$ cat config.mk
export PLATFORM = sky130hd
export DESIGN_NAME = string_hash_keyed_map
export DESIGN_NICKNAME = d
export VERILOG_FILES = /design/src/rtl/core/shkm_pkg.sv /design/src/rtl/core/shkm_hasher.sv /design/src/rtl/core/shkm_cell.sv /design/src/rtl/core/string_hash_keyed_map.sv
export SDC_FILE = /design/constraint.sdc
export NUM_CORES = 2
export LEC_CHECK = 0
export BUFFER_PORTS_ARGS = -buffer_cell sky130_fd_sc_hd__buf_2
export CORE_AREA = 2 2 584 586
export DETAILED_ROUTE_END_ITERATION = 12
export DIE_AREA = 0 0 586 588
export PLACE_DENSITY = 0.47
export SKIP_LAST_GASP = 1
export SLEW_MARGIN = 15
export SYNTH_ARGS = -nofsm -noshare
export SYNTH_HDL_FRONTEND = slang
export SYNTH_SLANG_ARGS = --single-unit
export TNS_END_PERCENT = 30
$ cat constraint.sdc
create_clock -name clk -period 18.24 [get_ports clk]
set_clock_uncertainty 0.05 [all_clocks]
set_input_delay 0.912 -clock clk [delete_from_list [all_inputs] [get_ports clk]]
set_output_delay 0.912 -clock clk [all_outputs]
set_load 0.1 [all_outputs]
$ cat src/rtl/core/shkm_pkg.sv
`default_nettype none

package shkm_pkg;

	localparam int ENTRIES    = 16;
	localparam int VALUE_BITS = 32;

	localparam int IDX_W      = (ENTRIES > 1) ? $clog2(ENTRIES) : 1;
	localparam int CNT_W      = $clog2(ENTRIES + 1);

	// fixed field widths of the ports
	localparam int HASH_W     = 30;
	localparam int CHAR_W     = 7;
	localparam int RVAL_W     = 32;
	localparam int NVAL_W     = 32;
	localparam int COUNT_W    = 5;
	localparam int STATUS_W   = 2;

	localparam int MULT_W     = 8;
	localparam int STEP_W     = $clog2(MULT_W + 1);

	localparam logic [HASH_W-1:0] HASH_MOD  = 30'd1000000009;
	localparam logic [MULT_W-1:0] HASH_BASE = 8'd131;

	localparam logic ACT_LOOKUP = 1'b0;
	localparam logic ACT_STORE  = 1'b1;

	localparam logic [STATUS_W-1:0] ST_OK     = 2'd0;
	localparam logic [STATUS_W-1:0] ST_ABSENT = 2'd1;
	localparam logic [STATUS_W-1:0] ST_FULL   = 2'd2;

	// request travelling down the table chain
	typedef struct packed {
		logic                  vld;
		logic [HASH_W-1:0]     hash;
		logic                  act;
		logic [VALUE_BITS-1:0] wval;
		logic                  hit;
		logic                  app;
		logic [VALUE_BITS-1:0] rval;
	} tok_t;

	// (a + b) mod HASH_MOD for a, b below the modulus
	function automatic logic [HASH_W-1:0] mod_add(input logic [HASH_W-1:0] a,
			input logic [HASH_W-1:0] b);
		logic [HASH_W:0] s;
		logic [HASH_W:0] m;
		begin
			s = {1'b0, a} + {1'b0, b};
			m = {1'b0, HASH_MOD};
			if (s >= m) begin
				s = s - m;
			end
			return s[HASH_W-1:0];
		end
	endfunction

endpackage

`default_nettype wire

$ cat src/rtl/core/shkm_hasher.sv
`default_nettype none

module shkm_hasher (
	input  wire logic                          clk,
	input  wire logic                          arst_n,
	input  wire logic                          start,
	input  wire logic                          act,
	input  wire logic [shkm_pkg::CHAR_W-1:0]   key_char,
	input  wire logic                          key_last,
	input  wire logic [shkm_pkg::NVAL_W-1:0]   wval,
	output logic                               idle,
	output shkm_pkg::tok_t                     tok
);
	import shkm_pkg::*;

	logic                  run_q;
	logic [STEP_W-1:0]     step_q;
	logic [HASH_W-1:0]     hash_q;
	logic [HASH_W-1:0]     pow_q;
	tok_t                  tok_q;

	logic [HASH_W-1:0]     accc_q;
	logic [HASH_W-1:0]     accb_q;
	logic [MULT_W-1:0]     mc_q;
	logic [MULT_W-1:0]     mb_q;
	logic                  last_q;
	logic                  act_q;
	logic [VALUE_BITS-1:0] wval_q;

	logic                  fin;
	logic [HASH_W-1:0]     accc_nxt;
	logic [HASH_W-1:0]     accb_nxt;
	logic [HASH_W-1:0]     hash_nxt;

	assign fin  = run_q && (step_q == STEP_W'(MULT_W));
	assign idle = !run_q;
	assign tok  = tok_q;

	// MSB-first shift-and-add, reduced at every bit
	always_comb begin
		accc_nxt = mod_add(mod_add(accc_q, accc_q), mc_q[MULT_W-1] ? pow_q : '0);
		accb_nxt = mod_add(mod_add(accb_q, accb_q), mb_q[MULT_W-1] ? pow_q : '0);
		hash_nxt = mod_add(hash_q, accc_q);
	end

	always_ff @(posedge clk or negedge arst_n) begin
		if (!arst_n) begin
			run_q  <= 1'b0;
			step_q <= '0;
			hash_q <= '0;
			pow_q  <= HASH_W'(1);
			tok_q  <= '0;
		end else begin
			tok_q.vld <= 1'b0;
			if (start) begin
				run_q  <= 1'b1;
				step_q <= '0;
			end else if (fin) begin
				run_q <= 1'b0;
				if (last_q) begin
					hash_q     <= '0;
					pow_q      <= HASH_W'(1);
					tok_q.vld  <= 1'b1;
					tok_q.hash <= hash_nxt;
					tok_q.act  <= act_q;
					tok_q.wval <= wval_q;
					tok_q.hit  <= 1'b0;
					tok_q.app  <= 1'b0;
					tok_q.rval <= '0;
				end else begin
					hash_q <= hash_nxt;
					pow_q  <= accb_q;
				end
			end else if (run_q) begin
				step_q <= step_q + STEP_W'(1);
			end
		end
	end

	always_ff @(posedge clk) begin
		if (start) begin
			accc_q <= '0;
			accb_q <= '0;
			mc_q   <= MULT_W'(key_char) + MULT_W'(1);
			mb_q   <= HASH_BASE;
			last_q <= key_last;
			act_q  <= act;
			wval_q <= VALUE_BITS'(wval);
		end else if (run_q && !fin) begin
			accc_q <= accc_nxt;
			accb_q <= accb_nxt;
			mc_q   <= mc_q << 1;
			mb_q   <= mb_q << 1;
		end
	end

endmodule

`default_nettype wire

$ cat src/rtl/core/shkm_cell.sv
`default_nettype none

module shkm_cell (
	input  wire logic                        clk,
	input  wire logic                        arst_n,
	input  wire logic [shkm_pkg::IDX_W-1:0]  index,
	input  wire logic [shkm_pkg::CNT_W-1:0]  count,
	input  wire shkm_pkg::tok_t              tok_in,
	output shkm_pkg::tok_t                   tok_s1
);
	import shkm_pkg::*;

	logic [HASH_W-1:0]     hash_q;
	logic [VALUE_BITS-1:0] val_q;

	logic open_tok;
	logic used;
	logic match;
	logic app;
	tok_t tok_nxt;

	always_comb begin
		open_tok = tok_in.vld && !tok_in.hit && !tok_in.app;
		used     = CNT_W'(index) < count;
		match    = open_tok && used && (hash_q == tok_in.hash);
		// the first free slot sits right after every used one
		app      = open_tok && (tok_in.act == ACT_STORE) && (CNT_W'(index) == count);
		tok_nxt  = tok_in;
		tok_nxt.hit = tok_in.hit | match;
		tok_nxt.app = tok_in.app | app;
		if (match && (tok_in.act == ACT_LOOKUP)) begin
			tok_nxt.rval = val_q;
		end
	end

	always_ff @(posedge clk or negedge arst_n) begin
		if (!arst_n) begin
			tok_s1 <= '0;
		end else begin
			tok_s1 <= tok_nxt;
		end
	end

	always_ff @(posedge clk) begin
		if (app) begin
			hash_q <= tok_in.hash;
			val_q  <= tok_in.wval;
		end else if (match && (tok_in.act == ACT_STORE)) begin
			val_q <= tok_in.wval;
		end
	end

endmodule

`default_nettype wire

$ cat src/rtl/core/string_hash_keyed_map.sv
`default_nettype none

// Keyed table addressed by a polynomial string hash. Key characters arrive one
// word each; every character goes through the hash unit as 8 bit-serial steps
// of a modular multiply in the one-bit-per-cycle multiplier, then the hash add.
// The word carrying the last character then sends a request down a chain of
// ENTRIES table cells, one cell per cycle. Characters of the next key are
// taken while a request is in the chain; the next last character waits until
// the chain is empty and the previous result has been taken. Entries match on
// the hash alone; status is 0 for found or stored, 1 for a lookup that misses,
// 2 for a store dropped by a full table.
module string_hash_keyed_map (
	input  wire logic                            clk,
	input  wire logic                            arst_n,
	input  wire logic                            in_valid,
	output logic                                 in_ready,
	input  wire logic                            action,
	input  wire logic [shkm_pkg::CHAR_W-1:0]     key_char,
	input  wire logic                            key_last,
	input  wire logic [shkm_pkg::NVAL_W-1:0]     new_value,
	output logic                                 out_valid,
	input  wire logic                            out_ready,
	output logic [shkm_pkg::STATUS_W-1:0]        status,
	output logic [shkm_pkg::RVAL_W-1:0]          read_value,
	output logic [shkm_pkg::HASH_W-1:0]          key_hash,
	output logic [shkm_pkg::COUNT_W-1:0]         entry_count
);
	import shkm_pkg::*;

	tok_t                tok_w [ENTRIES+1];
	logic [ENTRIES-1:0]  cell_vld;
	logic                hasher_idle;
	logic                start;
	logic                busy_q;
	logic                chain_busy;
	logic                out_valid_q;
	logic [CNT_W-1:0]    count_q;
	logic [CNT_W-1:0]    count_nxt;
	logic                exit_vld;
	tok_t                exit_tok;
	logic [STATUS_W-1:0] status_nxt;

	assign chain_busy = busy_q | tok_w[0].vld;
	assign in_ready   = hasher_idle && (!key_last || (!chain_busy && !out_valid_q));
	assign start      = in_valid && in_ready;
	assign exit_tok   = tok_w[ENTRIES];
	assign exit_vld   = exit_tok.vld;
	assign out_valid  = out_valid_q;

	shkm_hasher u_hasher (
		.clk      (clk),
		.arst_n   (arst_n),
		.start    (start),
		.act      (action),
		.key_char (key_char),
		.key_last (key_last),
		.wval     (new_value),
		.idle     (hasher_idle),
		.tok      (tok_w[0])
	);

	for (genvar i = 0; i < ENTRIES; i++) begin : g_cell
		shkm_cell u_cell (
			.clk    (clk),
			.arst_n (arst_n),
			.index  (IDX_W'(i)),
			.count  (count_q),
			.tok_in (tok_w[i]),
			.tok_s1 (tok_w[i+1])
		);
		assign cell_vld[i] = tok_w[i+1].vld;
	end

	always_comb begin
		count_nxt = count_q + CNT_W'(exit_tok.app);
		if (exit_tok.hit || exit_tok.app) begin
			status_nxt = ST_OK;
		end else if (exit_tok.act == ACT_STORE) begin
			status_nxt = ST_FULL;
		end else begin
			status_nxt = ST_ABSENT;
		end
	end

	always_ff @(posedge clk or negedge arst_n) begin
		if (!arst_n) begin
			busy_q      <= 1'b0;
			out_valid_q <= 1'b0;
			count_q     <= '0;
		end else begin
			if (tok_w[0].vld) begin
				busy_q <= 1'b1;
			end else if (exit_vld) begin
				busy_q <= 1'b0;
			end
			if (exit_vld) begin
				out_valid_q <= 1'b1;
				count_q     <= count_nxt;
			end else if (out_ready) begin
				out_valid_q <= 1'b0;
			end
		end
	end

	always_ff @(posedge clk) begin
		if (exit_vld) begin
			status      <= status_nxt;
			read_value  <= RVAL_W'(exit_tok.rval);
			key_hash    <= exit_tok.hash;
			entry_count <= COUNT_W'(count_nxt);
		end
	end

	// a result never lands on one still waiting
	a_out_free: assert property (@(posedge clk) disable iff (!arst_n)
		exit_vld |-> !out_valid_q)
		else $error("result overwrote a pending word");

	a_one_req: assert property (@(posedge clk) disable iff (!arst_n)
		$onehot0(cell_vld))
		else $error("more than one request in the table chain");

	a_count_max: assert property (@(posedge clk) disable iff (!arst_n)
		count_q <= CNT_W'(ENTRIES))
		else $error("entry count beyond table size");

	a_full_only: assert property (@(posedge clk) disable iff (!arst_n)
		exit_vld && (status_nxt == ST_FULL) |-> count_q == CNT_W'(ENTRIES))
		else $error("store dropped while the table had room");

	a_count_step: assert property (@(posedge clk) disable iff (!arst_n)
		!exit_vld |=> $stable(count_q))
		else $error("entry count moved without a request");

endmodule

`default_nettype wire
==> key figures <==
Run status
  – Outcome: complete, no violations

Global route
  – Global Route Usage Sum: 11.8%
  – Gr ovfl total: 0
  – Initial antenna violation count: 9
  – First-pass GRT wire length: 319,000 um
  – Vias in the first global route: 52,200
  – Largest net degree at the start of global routing: 161

Floorplan
  – Core area: 338,000 um2
  – Io pins: 116
  – Die width: 586 um
  – Die ar.: 345,000 um2
  – Die height: 588 um
  – Rows: 214
  – Initial core utilization: 29.9%

Clocking
  – CTS buffer count: 308
  – Worst-path clk slew: 70 ps
  – Root Buffer: clkbuf_16
  – CTS Buffer Depth: 4
  – H-tree depth: 5
  – CTS tree: done
  – Cts hold-fix bufs: 1
  – Clk Latency, worst-skew pair: 890 ps
  – Post-CTS Setup Repair Bufs: 0
  – # resized after CTS: 0
  – Clock sinks: 2,843

Placed design
  – Dpl cells: 10,800
  – Detail Placement HPWL: 140,000 um
  – Post-DP Area: 108,000 um2
  – Pre-CTS setup slack: 10000 ps
  – Placer Congestion: 0.825
  – Port-buffer cells: 115

Critical path
  – Critical path capture point type: flop
  – Worst path bufs/invs: 3
  – R2r worst-path depth: 27
  – Slowest-stage cell, CP: a2111oi_0
  – CP delay by family, top: compound AO/OA/AOI/OAI gates
  – RR Endpoint: u_hasher.accb_q[7]$_SDFFE_PP0P_
  – Crit start category: flop
  – CP required: 18,900 ps
  – Crit path top cell by count: a21o_1
  – R2r startpoint: u_hasher.accb_q[4]$_SDFFE_PP0P_
  – CP peak stage delay: 860 ps
  – Critical setup path kind: flop to flop
  – Crit-path max FO: 24
  – Worst reg-to-reg setup slack: 9830 ps
  – Arrival time worst endpoint: 9070 ps

Final layout
  – Most common cell after layout, fill and taps aside: dfrtp_1
  – Final Cell Area: 118,000 um2
  – Post-route insts no fill: 11,400
  – Final net count: 6,775
  – Most frequent cells in the layout: 1,670 x dfrtp_1, 1,103 x edfxtp_1, 489 x mux2_2, 425 x nand2_1, 359 x xnor2_1
  – Area occupied by multi-input gates: 24,100 um2
  – Register area: 76,300 um2
  – Layout Area Growth over Synthesis: 16.6%
  – Share of cells above drive strength 1: 19.1%
  – Fillers: 32,300

Power
  – Lkg Pwr: 49.9 nW
  – Max IR drop VDD: 0.0000885 V
  – PD cells: 152 nW/um2

Synthesis
  – Post-Syn Area per Cell: 16.1 um2
  – Syn Inst Count: 6,286
  – Syn Nets: 6,437
  – Yosys Warn Count: 0
  – Post-synth top area share: 41.3%
  – Synth top area cells: dfrtp_1 41%, edfxtp_1 33%, mux2_2 5.4%
  – Post-Syn Area: 101,000 um2
  – Synth unique cells: 117
  – Number of flops mapped to enable cells by yosys: 1,103
  – Main synth FF type: dfrtp_1
  – Synth Register Bits: 2,843
  – Cell accounting for the most synthesized area: dfrtp_1
  – Register area share after synthesis: 75.4%
  – Post-synth ARST share: 58.8%

Drt
  – WL per Instance: 17.6 um
  – DR vias/cell: 4.25
  – DRT Pass-1 Iters: 7
  – Vias: 48,600
  – Detailed Route Iter0 Violations: 2,378
  – Post-DRT Antenna Nets: 0
  – DRC violations left: 0
  – Total routed wirelength: 201,000 um

STA
  – Final Hold Fails: 0
  – Slew headroom: 18.9%
  – Final worst-path setup slack: 9830 ps
  – Tightest Pin Transition: 1190 ps
  – Period utilization: 46.1%
  – Final setup viols: 0
  – Max Slew Vio Count: 0
  – Final min period: 8410 ps
  – F_max: 0.119 GHz
  – Hold slack final: 172 ps
  – Unrepaired setup endpoints after global routing: false
  – TNS Setup: 0 ps

Worst hold path
  – Min-Delay Path Depth: 1
  – Hold path endpoint: u_hasher.wval_q[16]$_DFFE_PP_
  – Hold_sp: new_value[16]
  – Hold Crit Class: input pin to flop

Run
  – Max-Cap Viols: 0
## kinds of logic after synthesis
| kind of cell | count (synthesis) | share of synthesized area (%) |
|---|---|---|
| fa+ha+maj | 106 | 1.33 |
| simple gates | 1234 | 6.27 |
| mux | 503 | 5.59 |
| buf+inv | 238 | 0.947 |
| compound gates | 693 | 4.65 |
| xor+xnor | 669 | 5.80 |
| flops | 2843 | 75.4 |
## metal layers
layer  GRT usage (%)  share of wire (%)  vias up  routed length, um
li1                -                  -    23200                  -
met5               0              0.020        -                 41
met4            3.82                3.0        6               6090
met2            19.7                 49      694              98200
met1            15.5                 45    24300              90500
met3            1.87                3.3      383               6580
## cells in the mapped netlist (68+ instances only)
cell type / number
xnor2_1: 359
nor4_1: 88
o21ai_1: 80
clkbuf_1: 114
nor2_1: 127
mux2_2: 489
nand4_1: 96
nand2_1: 427
nand3_1: 86
o21ai_0: 154
dfxtp_1: 68
a21oi_1: 119
dfrtp_1: 1671
xor2_1: 309
a21o_1: 71
edfxtp_1: 1103
and2_1: 115
ha_1: 103
## per-stage QoR
| stage | total power, mW | util, % |
|---|---|---|
| floorplan | 10.6 | - |
| global placement | 11.8 | 31.8 |
| detailed placement | 11.9 | 31.8 |
| CTS | 18.2 | 34.9 |
| global route | 18.9 | 34.9 |
| finish | 17.9 | 34.9 |
## cell type report
cell class	instances	area share, %
sequential	2843	64.7
multi-input combinational	3205	20.4
clock buffer	449	7.54
tap	4536	4.81
clock inverter	123	1.22
timing repair buffer	197	1.12
inverter	69	0.219
antenna	4	0.00848
## how the worst max path moves through the flow
stage / start / to / slack, ps / cells after the start
2_1_floorplan: u_hasher.accb_q[4]$_SDFFE_PP0P_ / u_hasher.accb_q[3]$_SDFFE_PP0P_ / 11860 / 30
3_3_place_gp: u_hasher.accb_q[4]$_SDFFE_PP0P_ / u_hasher.accb_q[7]$_SDFFE_PP0P_ / 9980 / 28
3_5_place_dp: u_hasher.accb_q[4]$_SDFFE_PP0P_ / u_hasher.accb_q[7]$_SDFFE_PP0P_ / 10000 / 28
4_1_cts: u_hasher.accb_q[4]$_SDFFE_PP0P_ / u_hasher.accb_q[7]$_SDFFE_PP0P_ / 9940 / 28
5_1_grt: u_hasher.accb_q[4]$_SDFFE_PP0P_ / u_hasher.accb_q[7]$_SDFFE_PP0P_ / 9200 / 28
6_report: u_hasher.accb_q[4]$_SDFFE_PP0P_ / u_hasher.accb_q[7]$_SDFFE_PP0P_ / 9830 / 27
## where the power goes
part / switching (mW) / total [mW] / internal [mW]
clock network: 2.47 / 6.22 / 3.75
registers: 0.927 / 8.91 / 7.98
logic: 1.75 / 2.78 / 1.03
## sequential cells by signal, summed over array words and instances, names as in the netlist, 30 cells and up
signal,flops
u_hasher.hash_q,30
u_hasher.wval_q,32
read_value,32
g_cell.u_cell.hash_q,480
u_hasher.tok,64
g_cell.u_cell.val_q,512
u_hasher.accc_q,30
key_hash,30
g_cell.u_cell.tok_s1,1536
u_hasher.pow_q,30
u_hasher.accb_q,30
## worst reg2reg max path, cell delays in order, from the launching register on
cell	delay [ps]
dfxtp_1	370
nor4_1	540
a31oi_1	250
o21a_1	240
nand2b_1	160
a31o_2	260
a21o_1	220
a311o_1	360
a21oi_1	190
nor2_1	100
a21oi_2	150
buf_4	260
inv_1	340
nand2_1	200
xnor2_1	80
ha_1	550
a21oi_1	220
a311oi_1	730
o21ai_1	370
a21o_1	270
a2111oi_0	860
o2111a_1	340
a211o_1	140
a21o_1	200
buf_4	330
and4_1	290
xnor2_1	120
o21ai_1	70
No activity file was read; power rests on OpenSTA's default activity.
